[src/rtl/tdc_mul.sv]
// Two-stage unsigned multiplier: first operand split in halves, partial
// products registered, then summed into the output register. Uses no package.
`default_nettype none

module tdc_mul #(
   parameter int AW = 34,
   parameter int BW = 34
) (
   input  wire logic             clock,
   input  wire logic             en,
   input  wire logic [AW-1:0]    a,
   input  wire logic [BW-1:0]    b,
   output logic      [AW+BW-1:0] p
);

   localparam int LW = (AW + 1) / 2;
   localparam int HW = AW - LW;
   localparam int PW = AW + BW;

   logic [LW+BW-1:0] lo_ff, lo_in;
   logic [HW+BW-1:0] hi_ff, hi_in;
   logic [PW-1:0]    p_ff, p_in;

   always_comb begin
      lo_in = (LW+BW)'(a[LW-1:0]) * (LW+BW)'(b);
      hi_in = (HW+BW)'(a[AW-1:LW]) * (HW+BW)'(b);
      p_in  = PW'(lo_ff) + (PW'(hi_ff) << LW);
   end

   always_ff @(posedge clock) begin
      if (en) begin
         lo_ff <= lo_in;
         hi_ff <= hi_in;
         p_ff  <= p_in;
      end
   end

   assign p = p_ff;

endmodule

`default_nettype wire

[config.mk]
export PLATFORM = sky130hd
export DESIGN_NAME = tdc_mul
export DESIGN_NICKNAME = d
export VERILOG_FILES = /design/src/rtl/tdc_mul.sv
export SDC_FILE = /design/constraint.sdc
export NUM_CORES = 2
export LEC_CHECK = 0
export BUFFER_PORTS_ARGS = -buffer_cell sky130_fd_sc_hd__buf_2
export CAP_MARGIN = 30
export CORE_MARGIN = 2
export CORE_UTILIZATION = 60
export CTS_CLUSTER_SIZE = 20
export DETAILED_ROUTE_END_ITERATION = 16
export MAX_ROUTING_LAYER = met4
export PLACE_DENSITY = 0.83
export SYNTH_ARGS = -nofsm -noshare
export SYNTH_HDL_FRONTEND = slang
export SYNTH_SLANG_ARGS = --single-unit
[constraint.sdc]
create_clock -name clock -period 8.2 [get_ports clock]
set_clock_uncertainty 0.15 [all_clocks]
set_input_delay 0.41 -clock clock [delete_from_list [all_inputs] [get_ports clock]]
set_output_delay 0.41 -clock clock [all_outputs]
set_load 0.03 [all_outputs]
==> summary.txt <==
Run status
  – Status: complete, no violations

Floorplanning
  – Num ports: approximately 140
  – Rows: between 90 and 100
  – Die area: between 70000 and 80000 um2
  – Die width: approximately 270 um
  – Initial Util: between 60 and 70%
  – Core Region: roughly 70000 um2
  – Die Y: approximately 270 um

Timing
  – Hold Fails Final Rpt: 0
  – Slew headroom: a little under two fifths
  – Final setup fails: 0
  – Period minus WS final: roughly 7.3 ns
  – Final Max Slew Viols: 0
  – Tightest Pin Transition: 0.943 ns
  – Fin Setup TNS: 0 ns
  – Hold WS: 0.0375 ns
  – Maximum clock rate: ~0.14 GHz
  – Setup repair after global routing missed its margin: false
  – Period utilisation layout: between 80% and 90%

Critical path
  – R2R depth: 13
  – WP data arrival: approximately 7.4 ns
  – CP max stage delay: 0.61 ns
  – Slowest CP cell: buf_2
  – Crit path launch type: input port
  – Reg2reg setup slack: approximately 4.0 ns
  – Reg2reg end: p[59]
  – Reg2reg start: lo_ff[17]
  – CP required: between 8 and 9 ns
  – Crit path max-delay family: adder cells
  – Critical Path, Cell by Cell: buf_2 > nand2_1 > fa_1 > fa_1 > fa_1 > inv_1 > fa_1 > fa_1 > inv_1 > fa_1 > inv_1 > ha_1 > a21oi_1 > inv_1 > o311a_1 > o21ai_2 > a311oi_2 > o2111ai_1 > a31oi_2 > a31oi_1 > o21ai_0 > xnor2_1
  – Crit-path max FO: 34
  – WP buf/inv: 5
  – CP dominant cell by count: fa_1
  – Setup CP Type: in -> reg
  – CP endpoint kind: flip-flop

Clocking
  – Clock latency on the worst-skew pair: 0.48 ns
  – TritonCTS clock tree: done
  – Worst-path clk slew: approximately 0.08 ns
  – Root Buffer: clkbuf_16
  – # hold bufs at CTS: 0
  – CTS buffer count: 17
  – Setup Fix Bufs, Post-CTS: 0
  – Htree depth: 4
  – CTS Sinks: 170
  – Clock buffer depth: 2
  – Post_cts resized: 0

Route
  – Routed wire length: ~120 mm
  – Vias/cell: about 5.7
  – Post-route DRC violation count: 0
  – Via count: around 33000
  – Per-cell routed wire length: 20.2 um
  – First-iteration detailed-routing DRC count: roughly 2500
  – First drt pass iteration count: 6
  – ANT nets after route: 0

Cells and area
  – Register area: approximately 5100 um2
  – Post-layout util: 63.8%
  – Share of cells above drive strength 1: under 10%
  – Area of the multi-input gates: around 33000 um2
  – Area grow syn2layout: 4.72%
  – Filler cells: approximately 5700
  – Final net count: roughly 6100

Synth
  – Synth Area in Compound Gates: under 10%
  – Yosys cell types: 65
  – Seq/Total Area, Yosys: a little under an eighth
  – Mean cell area of the mapped netlist: slightly above 9 um2
  – Gate Count Post-Synth: between 4000 and 5000
  – #FFs+latches synth: between 150 and 200
  – XOR/XNOR share of the synthesized area: about 2.7%
  – Cell Area, Synth: 43700 um2
  – Synth Area in Adders: between 50% and 60%
  – Post-synth EDFFs: 170
  – Multiplexer area fraction after synthesis: 0%
  – Post-Synth Simple-Gate Area: between 10% and 20%
  – Largest family of logic cells by synthesized area: adder cells
  – Yosys warning total: 0
  – Ys flop type: edfxtp_1
  – Syn Nets: ~6100
  – Fraction of registers with async set/reset: 0%

Hold path
  – Hold Startpoint: en
  – Hold WC Path Type: in -> reg
  – Hold Crit Endpoint: p[11]
  – Worst hold stages: 1

Placement
  – Routability congestion estimate: approximately 0.96
  – Post-detail-place hpwl: between 80 and 90 mm
  – Port buffer count: ~140

GRT
  – GRT Util Overall: between 30% and 40%
  – Initial antenna violation count: 2
  – Overflow after GRT: 0
  – Met1 Track Usage GR: between 30% and 40%
  – Grt met2 use: between 50 and 60%
  – GRT met3 Usage: around 5.5%
  – Gr busiest metal: met2
  – First-pass GRT wire length: between 150 and 200 mm
  – Largest net degree at the start of global routing: ~100
  – Vias in the first global route: about 36000

Run
  – Max-cap viol count: 0
[final cells by class]
| cell class | count | area share, % |
|---|---|---|
| Timing Repair Buffer | 202 | 2.68 |
| Clock inverter | 14 | 0.287 |
| Multi-Input combinational cell | 3245 | 73.1 |
| Inverter | 1124 | 9.22 |
| Tap cell | 950 | 2.60 |
| Sequential cell | 170 | 11.2 |
| Clock buffer | 18 | 0.938 |
| Antenna cell | 4 | 0.0219 |
[sequential cells by signal (all words and copies together), names as in the netlist]
register,flops
lo_ff,51
hi_ff,51
p,68
[worst max path at each step]
stage,from,end,depth (start not counted)
finish,a[2],lo_ff[43],22
CTS,a[2],lo_ff[43],22
floorplan,a[19],hi_ff[46],24
global placement,a[2],lo_ff[47],22
detailed placement,a[2],lo_ff[43],22
global route,a[2],lo_ff[43],22
[layer usage]
metal,share of wire (%),up-vias
li1,-,14100
met1,36,16600
met2,49,1645
met3,8.6,471
met4,6.9,0
met5,0,-
[synthesized netlist by cell type (all sizes together), types with 2 or more instances]
library cell,number,area [um2]
o21a,12,90.1
nand4b,3,26.3
a211o,2,17.5
o21bai,21,158
a21oi,140,701
nand3,26,135
nand2b,15,93.8
o211ai,5,37.5
o2111ai,3,26.3
nand4,24,150
o31a,4,35.0
fa,959,19200
clkbuf,237,891
a221o,2,20.0
a311oi,2,30.0
a2111o,2,22.5
xor2,52,455
and4,3,26.3
a211oi,5,37.5
nor2,83,312
edfxtp,170,5100
nor2b,19,119
xnor2,83,727
o22ai,2,18.8
a21o,64,480
buf,7,32.5
nor4b,2,17.5
a221oi,2,17.5
nor3,18,90.1
or3,3,18.8
or2,4,25.0
inv,1124,4220
nor3b,3,22.5
o21ai,78,394
a21boi,7,52.6
o221ai,3,32.5
o31ai,11,96.3
a31oi,19,131
nand2,794,2980
and2,462,2890
ha,284,3550
and3,10,62.6
[cells in the final DEF, fill, tap and decap left out, types with 5 or more instances in the layout]
master and instances:
o21a_1 12, fa_1 959, xor2_1 52, buf_2 136, edfxtp_1 170, inv_6 5
nand4_1 24, nor3_1 18, a21oi_1 140, a21o_1 64, o211ai_1 5, and2_1 462
nand3_1 25, o21bai_1 21, nor2b_1 19, a31oi_1 17, clkbuf_16 17, nand2b_1 15
inv_1 1124, xnor2_1 83, and3_1 10, buf_4 62, a21boi_0 7, a211oi_1 5
o21ai_0 75, ha_1 284, nor2_1 83, o31ai_1 10, nand2_1 794
[through the flow]
stage,instance area (um2),std cells,setup slack (ns)
after floorplan,43700,4783,1.43
after global placement,45100,5690,0.651
after detailed placement,45100,5690,0.498
after CTS,45700,5722,1.03
after global routing,45700,5725,0.544
final,45700,5727,0.894
[kinds of logic after synthesis]
group,Yosys count
and+or+nand+nor,1472
buffers and inverters,1368
adders and majority gates,1243
AOI/OAI and AO/OA,395
DFF,170
xor gates and xnor gates,135
Power is not shown: default switching activity piles up to over one toggle a cycle in this logic, so the estimate is an artifact.
